<file path="src/hw/rtl/mrpt_pkg.sv">
// ----------------------------------------------------------------------------
// mrpt_pkg: shared types and constants for the primality tester
// Witness base table and the command and status structs used between the
// controller and the datapath.
// ----------------------------------------------------------------------------
`timescale 1ns / 1ps
`default_nettype none
package mrpt_pkg;

  localparam int unsigned MaxBases = 12;

  // datapath operations
  typedef enum logic [2:0] {
    OP_NONE   = 3'd0,
    OP_LOAD   = 3'd1,  // latch n, form n-1, start d/s split
    OP_BASE   = 3'd2,  // r = 1, b = base, e = d
    OP_MUL_RB = 3'd3,  // r = r*b mod n
    OP_MUL_BB = 3'd4,  // b = b*b mod n, e >>= 1
    OP_MUL_RR = 3'd5   // r = r*r mod n
  } dp_op_t;

  typedef struct packed {
    dp_op_t     op;
    logic [3:0] base_idx;
  } dp_cmd_t;

  typedef struct packed {
    logic busy;        // split or multiply in progress
    logic trivial;     // decided without witnesses
    logic trivial_val;
    logic base_skip;   // base > n-2
    logic e_zero;
    logic e_lsb;
    logic r_one;
    logic r_nm1;
    logic s_last;      // squarings left is one or zero
  } dp_stat_t;

  function automatic logic [5:0] witness(input logic [3:0] k);
    logic [5:0] w;
    begin
      unique case (k)
        4'd0: w = 6'd2;
        4'd1: w = 6'd3;
        4'd2: w = 6'd5;
        4'd3: w = 6'd7;
        4'd4: w = 6'd11;
        4'd5: w = 6'd13;
        4'd6: w = 6'd17;
        4'd7: w = 6'd19;
        4'd8: w = 6'd23;
        4'd9: w = 6'd29;
        4'd10: w = 6'd31;
        4'd11: w = 6'd37;
        default: w = 6'd2;
      endcase
      return w;
    end
  endfunction

endpackage
`default_nettype wire

</file>
<file path="src/hw/rtl/mrpt_ctrl.sv">
// ----------------------------------------------------------------------------
// mrpt_ctrl: sequencer for the witness loop
// Walks the bases, drives exponentiation and squaring, and forms the verdict.
// ----------------------------------------------------------------------------
`timescale 1ns / 1ps
`default_nettype none
module mrpt_ctrl #(
  parameter int unsigned NUM_BASES = 12
) (
  input  wire logic               clk,
  input  wire logic               rst,
  input  wire logic               in_go,
  input  wire logic               out_free,
  output logic                    idle,
  output logic                    done,
  output logic                    verdict,
  output mrpt_pkg::dp_cmd_t       cmd,
  input  wire mrpt_pkg::dp_stat_t stat
);
  import mrpt_pkg::*;

  localparam logic [3:0] NB = (NUM_BASES > MaxBases) ? 4'(MaxBases) : 4'(NUM_BASES);

  typedef enum logic [7:0] {
    S_IDLE  = 8'b0000_0001,
    S_SPLIT = 8'b0000_0010,
    S_BASE  = 8'b0000_0100,
    S_EXP   = 8'b0000_1000,
    S_SQB   = 8'b0001_0000,
    S_CHK   = 8'b0010_0000,
    S_SQR   = 8'b0100_0000,
    S_DONE  = 8'b1000_0000
  } state_t;

  state_t state, state_next;
  logic [3:0] k, k_next;
  logic verdict_next, wait_mul, wait_mul_next;

  always_comb begin
    state_next    = state;
    k_next        = k;
    verdict_next  = verdict;
    wait_mul_next = 1'b0;
    cmd.op        = OP_NONE;
    cmd.base_idx  = k;
    unique case (state)
      S_IDLE: if (in_go) begin
        cmd.op = OP_LOAD; state_next = S_SPLIT; k_next = '0;
      end
      S_SPLIT: if (!stat.busy) begin
        if (stat.trivial) begin
          verdict_next = stat.trivial_val; state_next = S_DONE;
        end else begin
          verdict_next = 1'b1; state_next = S_BASE;
        end
      end
      S_BASE: begin
        if (k == NB) state_next = S_DONE;
        else if (stat.base_skip) k_next = k + 4'd1;
        else begin
          cmd.op = OP_BASE; state_next = S_EXP;
        end
      end
      S_EXP: if (!stat.busy && !wait_mul) begin
        if (stat.e_zero) state_next = S_CHK;
        else if (stat.e_lsb) begin
          cmd.op = OP_MUL_RB; state_next = S_SQB; wait_mul_next = 1'b1;
        end else begin
          cmd.op = OP_MUL_BB; wait_mul_next = 1'b1;
        end
      end
      S_SQB: if (!stat.busy && !wait_mul) begin
        cmd.op = OP_MUL_BB; state_next = S_EXP; wait_mul_next = 1'b1;
      end
      S_CHK: begin
        if (stat.r_one || stat.r_nm1) begin
          k_next = k + 4'd1; state_next = S_BASE;
        end else if (stat.s_last) begin
          verdict_next = 1'b0; state_next = S_DONE;
        end else begin
          cmd.op = OP_MUL_RR; state_next = S_SQR; wait_mul_next = 1'b1;
        end
      end
      S_SQR: if (!stat.busy && !wait_mul) begin
        if (stat.r_nm1) begin
          k_next = k + 4'd1; state_next = S_BASE;
        end else if (stat.s_last) begin
          verdict_next = 1'b0; state_next = S_DONE;
        end else begin
          cmd.op = OP_MUL_RR; wait_mul_next = 1'b1;
        end
      end
      // hold the verdict until the result register can take it
      S_DONE: if (out_free) state_next = S_IDLE;
      default: state_next = S_IDLE;
    endcase
  end

  always_ff @(posedge clk) begin
    if (rst) begin
      state <= S_IDLE; k <= '0; verdict <= 1'b0; wait_mul <= 1'b0;
    end else begin
      state <= state_next; k <= k_next; verdict <= verdict_next;
      wait_mul <= wait_mul_next;
    end
  end

  assign idle = (state == S_IDLE);
  assign done = (state == S_DONE);

endmodule
`default_nettype wire

</file>
<file path="config.mk">
export PLATFORM = sky130hd
export DESIGN_NAME = mrpt_ctrl
export DESIGN_NICKNAME = d
export VERILOG_FILES = /design/src/hw/rtl/mrpt_pkg.sv /design/src/hw/rtl/mrpt_ctrl.sv
export SDC_FILE = /design/constraint.sdc
export NUM_CORES = 1
export LEC_CHECK = 0
export ABC_AREA = 0
export BUFFER_PORTS_ARGS = -buffer_cell sky130_fd_sc_hd__buf_4
export CELL_PAD_IN_SITES_DETAIL_PLACEMENT = 1
export CELL_PAD_IN_SITES_GLOBAL_PLACEMENT = 2
export CORE_ASPECT_RATIO = 1.75
export CORE_MARGIN = 2
export CORE_UTILIZATION = 29
export DETAILED_ROUTE_END_ITERATION = 10
export GPL_TIMING_DRIVEN = 0
export PLACE_DENSITY_LB_ADDON = 0.1
export SLEW_MARGIN = 20
export SYNTH_ARGS = -nofsm -noshare
export SYNTH_HDL_FRONTEND = slang
export SYNTH_SLANG_ARGS = --single-unit
</file>
<file path="constraint.sdc">
create_clock -name clk -period 1.7 [get_ports clk]
set_input_delay 0.17 -clock clk [delete_from_list [all_inputs] [get_ports clk]]
set_output_delay 0.17 -clock clk [all_outputs]
set_load 0.05 [all_outputs]
</file>
# == Word-level counts from Yosys, hierarchy flattened ==
# Cells that the tools add are included.
# word_totals
register_bits,14
in_bits,13
output_inout_bits,10
# op_classes
add_sub_neg,1
eq_ne,24
mux,50
n_reduce_logical,9
# op_table
op,n
$mux 8,15
$pmux 8 s8,1
$mux 3,8
$mux 4,6
$ne 2x2->1 const B,12
$pmux 3 s6,1
$pmux 4 s4,1
$mux 1,14
$ne 3x3->1 const B,3
$reduce_and 9->1,1
$eq 8x1->1 const B,1
$eq 8x2->1 const B,1
$eq 8x3->1 const B,1
$eq 8x4->1 const B,1
$eq 8x5->1 const B,1
$eq 8x6->1 const B,1
$eq 8x7->1 const B,1
$eq 8x8->1 const B,1
$reduce_and 7->1,1
$reduce_and 5->1,1
$add 4x1->4 const B,1
$eq 4x4->1 const B,1
$mux 2,2
$pmux 1 s4,1
6 further kinds,7

# == Longest topological paths before layout ==
# Gate-level depths: netlist of the first run.
# depth
ltp_word,4
mapped_depth,7

# == Least setup slack after synthesis of the first run ==
# Ideal clock, no wire load.
# synth_path
path_kind,register to output
startpoint,register k[0]
endpoint,output cmd[5] in the netlist's numbering
arrival_time_ns,2.359
required_ns,1.530
slack_ns,-0.829
path_stages_with_launch,6
n_path_buf,0
cell_sequence,dfxtp_1 > inv_1 > ha_1 > nand3_1 > nand3_1 > o21ai_0
# synth_rtl
element,line_no,source
from (decl),mrpt_ctrl.sv:36,"logic [3:0] k, k_next;"
from (signal assigned),mrpt_ctrl.sv:103,state <= state_next; k <= k_next; verdict <= verdict_next;
to (decl),mrpt_ctrl.sv:17,"output mrpt_pkg::dp_cmd_t cmd,"

==> results.sh, run 1 <==
export IMPL_status="complete, but fails checks"
export IMPL_failed_checks="negative setup slack"
export IMPL_path_clk_slew_ps=70
export IMPL_wl_per_cell_um=23.3
export IMPL_cp_slowest_cell="or4_4"
export IMPL_clock_root_buffer="clkbuf_8"
export IMPL_clock_latency_ps=260
export IMPL_r2r_slack_ps=-480
export IMPL_via_count=1495
export IMPL_fin_skew_ps=3.95
export IMPL_htreeDepth=1
export IMPL_syn2layout_area_growth_pct=76.1
export IMPL_drc=0
export IMPL_reg2reg_from="state[5]"
export IMPL_cts_buffers=3
export IMPL_antenna_found_initial=0
export IMPL_drtAntennaViolNets=0
export IMPL_worst_pin_slew_ps=674
export IMPL_synth_area_leaders="dfxtp_1, nor4_4, or4b_1, nand2_1, a21oi_1"
export IMPL_final_min_clock_period_ps=2410
export IMPL_ioPinCount=23
export IMPL_hold_violations=0
export IMPL_drtIter0Drc=71
export IMPL_m1WireLength_um=2080
export IMPL_synth_most_common_cell="dfxtp_1"
export IMPL_syn_cell_area_um2=1180
export IMPL_layout_setup_ws_ps=-706
export IMPL_final_layout_size_suffix_gt1_share_pct=66.2
export IMPL_yosysWarningCount=0
export IMPL_finalPower_w=0.00275
export IMPL_cts_tree="yes"
export IMPL_diodes=0
export IMPL_crit_path_cell_trace="or4_4 -> or2_4 -> nor2_4 -> a21oi_2 -> o211ai_1 -> buf_4"
export IMPL_drt_total_wl_um=5790
export IMPL_min_path_type="in -> reg"
export IMPL_min_from="in_go"
export IMPL_synth_fp_nets=154
export IMPL_vias_per_cell=6.00
export IMPL_dieHeight_um=88.6
export IMPL_die_w_um=52.3
export IMPL_start_kind="register"
export IMPL_synth_common_cells="dfxtp_1, nand2_1, a21oi_1, o21ai_0, nor2_1"
export IMPL_crit_start="state[0]"
export IMPL_dieArea_um2=4630
export IMPL_max_cap_violations=0
export IMPL_rr_worst_depth=9
export IMPL_cp_arrival_ps=2240
export IMPL_syn_avg_cell_area_um2=8.52
export IMPL_ys_types=45
export IMPL_first_pass_iters=4
export IMPL_wl_met2_um=3320
export IMPL_yosysTopAreaCell="dfxtp_1"
export IMPL_nNetsFinal=217
export IMPL_initial_utilization_pct=30.4
export IMPL_dp_cells=209
export IMPL_netlist_instances=139
export IMPL_slew_headroom_pct=55.0
export IMPL_p_leak_nw=0.801
export IMPL_rsz0062_at_grt="yes"
export IMPL_synth_edf_count=0
export IMPL_clock_sinks=14
export IMPL_synth_flop_cell="dfxtp_1"
export IMPL_max_vdd_ir_drop_uv=851
export IMPL_power_density_nw_per_um2=1320
export IMPL_worstPathMaxFanout=8
export IMPL_fillers=458
export IMPL_finalSetupViolCount=19
export IMPL_path_buf_inv=1
export IMPL_first_global_vias=1495
export IMPL_crit_path_max_incr_delay_ps=580
export IMPL_critPathCaptureType="primary output"
export IMPL_slew_viol_final=0
export IMPL_crit_family="simple AND/OR/NAND/NOR gates"
export IMPL_coreArea_um2=3900
export IMPL_post_route_period_util_pct=142
export IMPL_hpwl_um=3420
export IMPL_grt_max_degree=11
export IMPL_yosysTopAreaCellShare_pct=23.7
export IMPL_whs_endpoint="state[0]"
export IMPL_grt_use_total_pct=23.6
export IMPL_wl_met3_um=224
export IMPL_r2r_end="state[3]"
export IMPL_top_layer_used="met4"
export IMPL_async_flop_share_pct=0
export IMPL_gp_congestion=0.794
export IMPL_rows=30
export IMPL_io_buffers=22
export IMPL_cp_required_ps=1530
export IMPL_max_freq_mhz=416
export IMPL_crit_type="reg -> out"
export IMPL_grt_pass1_wl_um=7840
export IMPL_ys_seq_area_share_pct=23.7
export IMPL_ys_ff_latch=14
export IMPL_clockBufferDepth=2
export IMPL_whs_path_depth=2
export IMPL_cts_hold_buf=0
export IMPL_grt_ovfl_total=0
export IMPL_final_cells=249
-- worst max-delay path by stage --
stage | to | cells past startpoint | slack (ps)
global route | cmd[4] | 7 | -760
global placement | k[3] | 6 | -420
CTS | cmd[4] | 7 | -590
detailed placement | state[0] | 5 | -460
floorplan | cmd[4] | 6 | -660
finish | cmd[4] | 6 | -710
-- through the flow --
| step | util [%] | setup WS (ps) | instance area, um^2 | TNS [ps] | hold WS, ps |
|---|---|---|---|---|---|
| 2_1_floorplan | - | -663 | 1220 | -1630 | 281 |
| 3_3_place_gp | 37.0 | -416 | 1440 | -5290 | 429 |
| 3_5_place_dp | 37.0 | -460 | 1440 | -5270 | 446 |
| 4_1_cts | 45.9 | -587 | 1790 | -6580 | 147 |
| 5_1_grt | 53.5 | -756 | 2090 | -8360 | 174 |
| 6_report | 53.5 | -706 | 2090 | -6990 | 172 |
-- layout make-up --
cell class,instances,area [um^2],area share (%)
inverter,5,22.5,1.08
tap,48,60.1,2.88
multi-input combinational,115,1120,53.8
sequential,14,297,14.2
buffer,4,41.3,1.98
clock buffer,4,55.1,2.64
timing repair buffer,59,488,23.4
-- worst reg2reg max path: cells and delay by family, from the launching register on --
family	cells	cell delay [ps]
AND/OR/NAND/NOR	4	970
flip-flops	1	330
buffers and inverters	4	570
AO/OA/AOI/OAI	1	200
-- timing repair --
action	in CTS	in global routing
setup buffers	18	20
endpoints found under the setup margin	19	19
gates resized for setup	42	33
endpoints found under the hold margin	0	0
pin swaps	21	32
-- metal layers --
| metal | vias up | track usage (%) |
|---|---|---|
| li1 | 674 | - |
| met1 | 742 | 23.7 |
| met2 | 63 | 44.5 |
| met3 | 16 | 3.55 |
| met4 | 0 | 12.8 |
| met5 | - | 0 |
-- kinds of logic (layout without fill, tap and decap cells) --
family,Yosys count,in the layout,share of synthesized area [%]
xor gates and xnor gates,1,1,0.739
AOI/OAI and AO/OA,38,38,23.0
and+or+nand+nor,72,72,44.1
DFF,14,14,23.7
buffers and inverters,10,72,4.65
muxes,2,2,1.69
adders and majority gates,2,2,2.11
-- registers in the layout, summed over array words and instances (netlist names) --
| signal | count |
|---|---|
| k | 4 |
| state | 8 |
| verdict | 1 |
| wait_mul | 1 |
-- power by group --
group	internal [W]	switching (W)
combinational	0.000879	0.00102
sequential	0.000399	0.0000969
clock	0.000206	0.000151
total	0.00148	0.00127
-- layout by cell type (no fill, tap or decap), types with 3 or more instances in the layout --
| cell type | count |
|---|---|
| nor2_1 | 3 |
| or4b_4 | 5 |
| dfxtp_1 | 3 |
| buf_6 | 10 |
| inv_1 | 4 |
| clkbuf_8 | 4 |
| nand2_1 | 8 |
| or2_4 | 3 |
| buf_4 | 49 |
| o21ai_1 | 4 |
| buf_8 | 3 |
| dfxtp_2 | 10 |
| nand3_1 | 4 |
| nand2_2 | 3 |
| o21ai_2 | 3 |
| a21oi_1 | 5 |
| nand2b_1 | 5 |
| or4_4 | 3 |
| a21oi_2 | 3 |
| nor2_2 | 3 |
| nand4_1 | 3 |
| nor4_4 | 6 |
No activity file was read; power rests on OpenSTA's default activity.
==> run 2: changes to the inputs <==
--- a/config.mk
+++ b/config.mk
@@ -14,6 +14,7 @@
 export CORE_UTILIZATION = 29
 export DETAILED_ROUTE_END_ITERATION = 10
 export GPL_TIMING_DRIVEN = 0
+export MAX_ROUTING_LAYER = met4
 export PLACE_DENSITY_LB_ADDON = 0.1
 export SLEW_MARGIN = 20
 export SYNTH_ARGS = -nofsm -noshare
==> run 2 against run 1 <==
  * The run still ends with negative setup slack left
  * Hold slack lost 20 ps
  * Die area is the same
  * Final area shrank 1.2%
  * Clock skew shrank 2.9 ps
  * Via count shrank 1.7%
  * Combinational power shrank 4%
  * Cell count shrank 0.40%
  * Global-route usage grew 0.73 points
  * Sequential share of layout area grew 0.11 points
  * Fmax grew 3.5%
  * Highest routed layer unchanged
==> results.sh, run 2 (synthesis gave the netlist of run 1 again) <==
export IMPL_whs_ps=153
export IMPL_final_min_clock_period_ps=2320
export IMPL_grt_use_total_pct=24.3
export IMPL_cts_tree="yes"
export IMPL_max_vdd_ir_drop_uv=850
export IMPL_drc=0
export IMPL_slew_headroom_pct=53.7
export IMPL_final_area_um2=2060
export IMPL_crit_type="reg -> out"
export IMPL_reg_largest_list="state: 8 flops, k: 4 flops"
export IMPL_drt_total_wl_um=5540
export IMPL_grt_pass1_wl_um=7860
export IMPL_clock_root_buffer="clkbuf_8"
export IMPL_whs_path_depth=2
export IMPL_worst_pin_slew_ps=692
export IMPL_post_route_period_util_pct=137
export IMPL_whs_endpoint="state[0]"
export IMPL_cp_arrival_ps=2150
export IMPL_clockBufferDepth=2
export IMPL_power_density_nw_per_um2=1300
export IMPL_dieHeight_um=88.6
export IMPL_fillers=452
export IMPL_drtIter0Drc=44
export IMPL_cp_required_ps=1530
export IMPL_rr_worst_depth=9
export IMPL_critPathCaptureType="primary output"
export IMPL_min_from="in_go"
export IMPL_r2r_slack_ps=-470
export IMPL_path_clk_slew_ps=70
export IMPL_start_kind="register"
export IMPL_placed_cell_area_um2=1440
export IMPL_gp_congestion=0.805
export IMPL_layout_setup_ws_ps=-624
export IMPL_die_w_um=52.3
export IMPL_initial_utilization_pct=30.4
export IMPL_first_pass_iters=4
export IMPL_reg2reg_from="state[5]"
export IMPL_cts_buffers=3
export IMPL_max_cap_violations=0
export IMPL_clock_sinks=14
export IMPL_min_path_type="in -> reg"
export IMPL_first_global_vias=1497
export IMPL_most_common_layout_cells="buf_4, dfxtp_2, buf_6, nand2_1, nor4_4"
export IMPL_finalSetupViolCount=19
export IMPL_grt_max_degree=11
export IMPL_status="complete, but fails checks"
export IMPL_largest_reg_flops=8
export IMPL_hold_violations=0
export IMPL_hpwl_um=3420
export IMPL_top_register="state"
export IMPL_htreeDepth=1
export IMPL_antenna_found_initial=0
export IMPL_final_common_cell="buf_4"
export IMPL_ioPinCount=23
export IMPL_diodes=0
export IMPL_final_util_pct=52.8
export IMPL_nNetsFinal=216
export IMPL_via_count=1469
export IMPL_vias_per_cell=5.92
export IMPL_clock_latency_ps=260
export IMPL_fin_skew_ps=1.01
export IMPL_drtAntennaViolNets=0
export IMPL_syn2layout_area_growth_pct=74.0
export IMPL_dieArea_um2=4630
export IMPL_grt_ovfl_total=0
export IMPL_rows=30
export IMPL_max_freq_mhz=430
export IMPL_cts_hold_buf=0
export IMPL_slew_viol_final=0
export IMPL_io_buffers=22
export IMPL_failed_checks="negative setup slack"
export IMPL_r2r_end="state[3]"
export IMPL_wl_per_cell_um=22.3
export IMPL_finalPower_w=0.00267
export IMPL_coreArea_um2=3900
export IMPL_rsz0062_at_grt="yes"
export IMPL_final_layout_size_suffix_gt1_share_pct=64.0
export IMPL_p_leak_nw=0.796
export IMPL_worstPathMaxFanout=4
-- run 2: area by class of cell --
cell class	count	area [um^2]	share of cell area, %
Timing Repair Buffer	58	485	23.5
Sequential cell	14	295	14.3
Inverter	5	22.5	1.09
Buffer	4	41.3	2.00
Clock buffer	4	55.1	2.67
Tap cell	48	60.1	2.91
Multi-Input combinational cell	115	1100	53.5
-- run 2: worst max-delay path by stage --
stage | start | end | slack, ps | cells past startpoint
after floorplan | state[4] | cmd[4] | -660 | 6
after global placement | state[3] | k[3] | -420 | 6
after detailed placement | state[0] | state[0] | -460 | 5
after CTS | state[5] | cmd[4] | -590 | 7
after global routing | state[5] | cmd[4] | -670 | 7
final | state[5] | cmd[4] | -620 | 7
-- run 2: where the power goes --
group	internal, W	switching (W)
Combinational	0.000833	0.000993
Clock	0.000206	0.000150
Sequential	0.000397	0.0000954
-- run 2: timing repair --
action                                  in CTS  in global routing
pin swaps                                   21                 27
resized for setup                           42                 26
buffers inserted                            18                 18
endpoints found under the setup margin      19                 19
hold endpoints to repair                     0                  0
-- run 2: routing by layer --
layer	track usage, %	wire length (um)	vias up
met3	3.55	187	16
met1	23.8	2040	741
met5	-	0	-
met4	12.8	193	0
met2	44.5	3110	41
li1	-	-	671
-- run 2: worst max-delay path: stages (launching register included) --
cell	delay, ps
dfxtp_2	330
buf_6	120
buf_6	120
or4b_4	540
nor4_4	290
a21oi_2	80
o211ai_1	180
buf_4	230
-- run 2: per-stage QoR --
stage | cells | worst slack (ps) | setup TNS (ps)
3_5_place_dp | 209 | -460 | -5270
6_report | 248 | -624 | -7310
5_1_grt | 248 | -674 | -8310
4_1_cts | 231 | -587 | -6580
2_1_floorplan | 139 | -663 | -1630
3_3_place_gp | 209 | -416 | -5290
==> run 3: changes to the inputs <==
--- a/config.mk
+++ b/config.mk
@@ -11,7 +11,7 @@
 export CELL_PAD_IN_SITES_GLOBAL_PLACEMENT = 2
 export CORE_ASPECT_RATIO = 1.75
 export CORE_MARGIN = 2
-export CORE_UTILIZATION = 29
+export CORE_UTILIZATION = 32
 export DETAILED_ROUTE_END_ITERATION = 10
 export GPL_TIMING_DRIVEN = 0
 export MAX_ROUTING_LAYER = met4
==> constraint.sdc (replaced) <==
create_clock -name clk -period 2.5 [get_ports clk]
set_input_delay 0.25 -clock clk [delete_from_list [all_inputs] [get_ports clk]]
set_output_delay 0.25 -clock clk [all_outputs]
set_load 0.05 [all_outputs]
==> run 3 against run 2 <==
  * The flow now finishes without violations
  * Power fell by 50%
  * First-iteration DRC count fell by 61%
  * Count of clock-buffer cells in the layout did not move
  * Core utilization fell by 10 points
==> results.sh, run 3 (synthesis gave the netlist of run 1 again) <==
export IMPL_dieHeight_um=84.5
export IMPL_final_layout_size_suffix_gt1_share_pct=33.3
export IMPL_largest_reg_flops=8
export IMPL_grt_ovfl_total=0
export IMPL_clockBufferDepth=2
export IMPL_min_from="in_go"
export IMPL_grt_use_total_pct=22.2
export IMPL_post_route_period_util_pct=96.0
export IMPL_whs_ps=235
export IMPL_nNetsFinal=184
export IMPL_via_count=1308
export IMPL_fillers=438
export IMPL_p_int_w=0.000699
export IMPL_max_freq_mhz=417
export IMPL_max_vdd_ir_drop_uv=612
export IMPL_seqCellArea_um2=287
export IMPL_hpwl_um=3500
export IMPL_clock_latency_ps=250
export IMPL_dieArea_um2=4220
export IMPL_io_buffers=22
export IMPL_finalSetupViolCount=0
export IMPL_worst_pin_slew_ps=579
export IMPL_p_leak_nw=0.564
export IMPL_cts_buffers=3
export IMPL_min_path_type="in -> reg"
export IMPL_power_density_nw_per_um2=886
export IMPL_p_seq_share_pct=24.2
export IMPL_max_cap_violations=0
export IMPL_ioPinCount=23
export IMPL_most_common_layout_cells="buf_4, nand2_1, dfxtp_1"
export IMPL_path_clk_slew_ps=60
export IMPL_die_w_um=50
export IMPL_cp_slowest_cell="or4b_4"
export IMPL_r2r_end="state[5]"
export IMPL_gp_congestion=0.859
export IMPL_initial_utilization_pct=33.0
export IMPL_switching_share_pct=48.2
export IMPL_clock_root_buffer="clkbuf_8"
export IMPL_fin_skew_ps=3.30
export IMPL_drtAntennaViolNets=0
export IMPL_clock_power_share_pct=17.5
export IMPL_final_common_cell="buf_4"
export IMPL_first_pass_iters=4
export IMPL_syn2layout_area_growth_pct=28.4
export IMPL_crit_path_max_incr_delay_ps=520
export IMPL_finalPower_w=0.00135
export IMPL_whs_endpoint="state[0]"
export IMPL_start_kind="register"
export IMPL_reg2reg_from="wait_mul"
export IMPL_worstPathMaxFanout=10
export IMPL_p_comb_share_pct=58.4
export IMPL_diodes=0
export IMPL_multi_input_area_um2=871
export IMPL_top_register="state"
export IMPL_clock_sinks=14
export IMPL_whs_path_depth=2
export IMPL_first_global_vias=1364
export IMPL_grt_max_degree=11
export IMPL_slew_headroom_pct=60.9
export IMPL_crit_type="reg -> out"
export IMPL_critPathCaptureType="primary output"
export IMPL_power_switching_w=0.000650
export IMPL_final_min_clock_period_ps=2400
export IMPL_r2r_slack_ps=360
export IMPL_fin_tns_setup_ps=0
export IMPL_crit_family="simple AND/OR/NAND/NOR gates"
export IMPL_final_util_pct=42.4
export IMPL_cp_arrival_ps=2150
export IMPL_drc=0
export IMPL_slew_viol_final=0
export IMPL_cp_required_ps=2250
export IMPL_hold_violations=0
export IMPL_vias_per_cell=6.11
export IMPL_crit_path_cell_trace="buf_6 -> or4b_4 -> or2_4 -> nor2_4 -> a21oi_2 -> o211ai_1 -> buf_4"
export IMPL_drt_total_wl_um=4390
export IMPL_rr_worst_depth=5
export IMPL_antenna_found_initial=0
export IMPL_path_buf_inv=2
export IMPL_wl_per_cell_um=20.5
export IMPL_rsz0062_at_grt="no"
export IMPL_drtIter0Drc=17
export IMPL_reg_largest_list="state: 8 flops, k: 4 flops"
export IMPL_cts_tree="yes"
export IMPL_rows=29
export IMPL_coreArea_um2=3590
export IMPL_htreeDepth=1
export IMPL_status="completed"
export IMPL_cts_hold_buf=0
export IMPL_grt_pass1_wl_um=7000
## run 3: power groups by stage
stage	clock network (W)	logic, W	registers (W)
after floorplan	0	0.000509	0.000350
after global placement	0	0.000748	0.000320
after detailed placement	0	0.000757	0.000321
after CTS	0.000240	0.000763	0.000316
after global routing	0.000245	0.000846	0.000328
final	0.000235	0.000787	0.000326
## run 3: how the worst max path moves through the flow
| stage | cells after the start | slack (ps) | end | from |
|---|---|---|---|---|
| 2_1_floorplan | 6 | 40 | cmd[4] | state[3] |
| 3_3_place_gp | 6 | 290 | state[2] | stat[8] |
| 3_5_place_dp | 6 | 280 | state[5] | stat[8] |
| 4_1_cts | 7 | 30 | cmd[4] | state[6] |
| 5_1_grt | 7 | 4 | cmd[4] | state[6] |
| 6_report | 7 | 100 | cmd[4] | state[6] |
## run 3: final cells by class
class / instances / share of cell area [%]
Buffer: 5 / 2.96
Tap cell: 46 / 3.78
Inverter: 5 / 1.23
Sequential cell: 14 / 18.8
Timing Repair Buffer: 25 / 12.3
Clock buffer: 4 / 3.62
Multi-Input combinational cell: 115 / 57.2
## run 3: per-stage QoR
| stage | setup WS [ps] | std cells | area (um^2) |
|---|---|---|---|
| 6_report | 99.1 | 214 | 1520 |
| 3_5_place_dp | 279 | 207 | 1410 |
| 5_1_grt | 4.50 | 214 | 1520 |
| 4_1_cts | 27.1 | 211 | 1470 |
| 2_1_floorplan | 43.3 | 139 | 1190 |
| 3_3_place_gp | 294 | 207 | 1410 |
## run 3: layer usage
| layer | global-route usage [%] | up-vias | share of wire [%] | routed length, um |
|---|---|---|---|---|
| met5 | - | - | 0 | 0 |
| met4 | 6.82 | 0 | 2.3 | 103 |
| met3 | 3.02 | 11 | 3.4 | 147 |
| met2 | 42.0 | 38 | 57 | 2500 |
| met1 | 22.7 | 651 | 37 | 1640 |
| li1 | - | 608 | - | - |
## run 3: what timing repair did
| item | CTS | global route |
|---|---|---|
| resized for setup | 0 | 12 |
| endpoints found under the setup margin | 0 | 2 |
| buffers inserted | 0 | 3 |
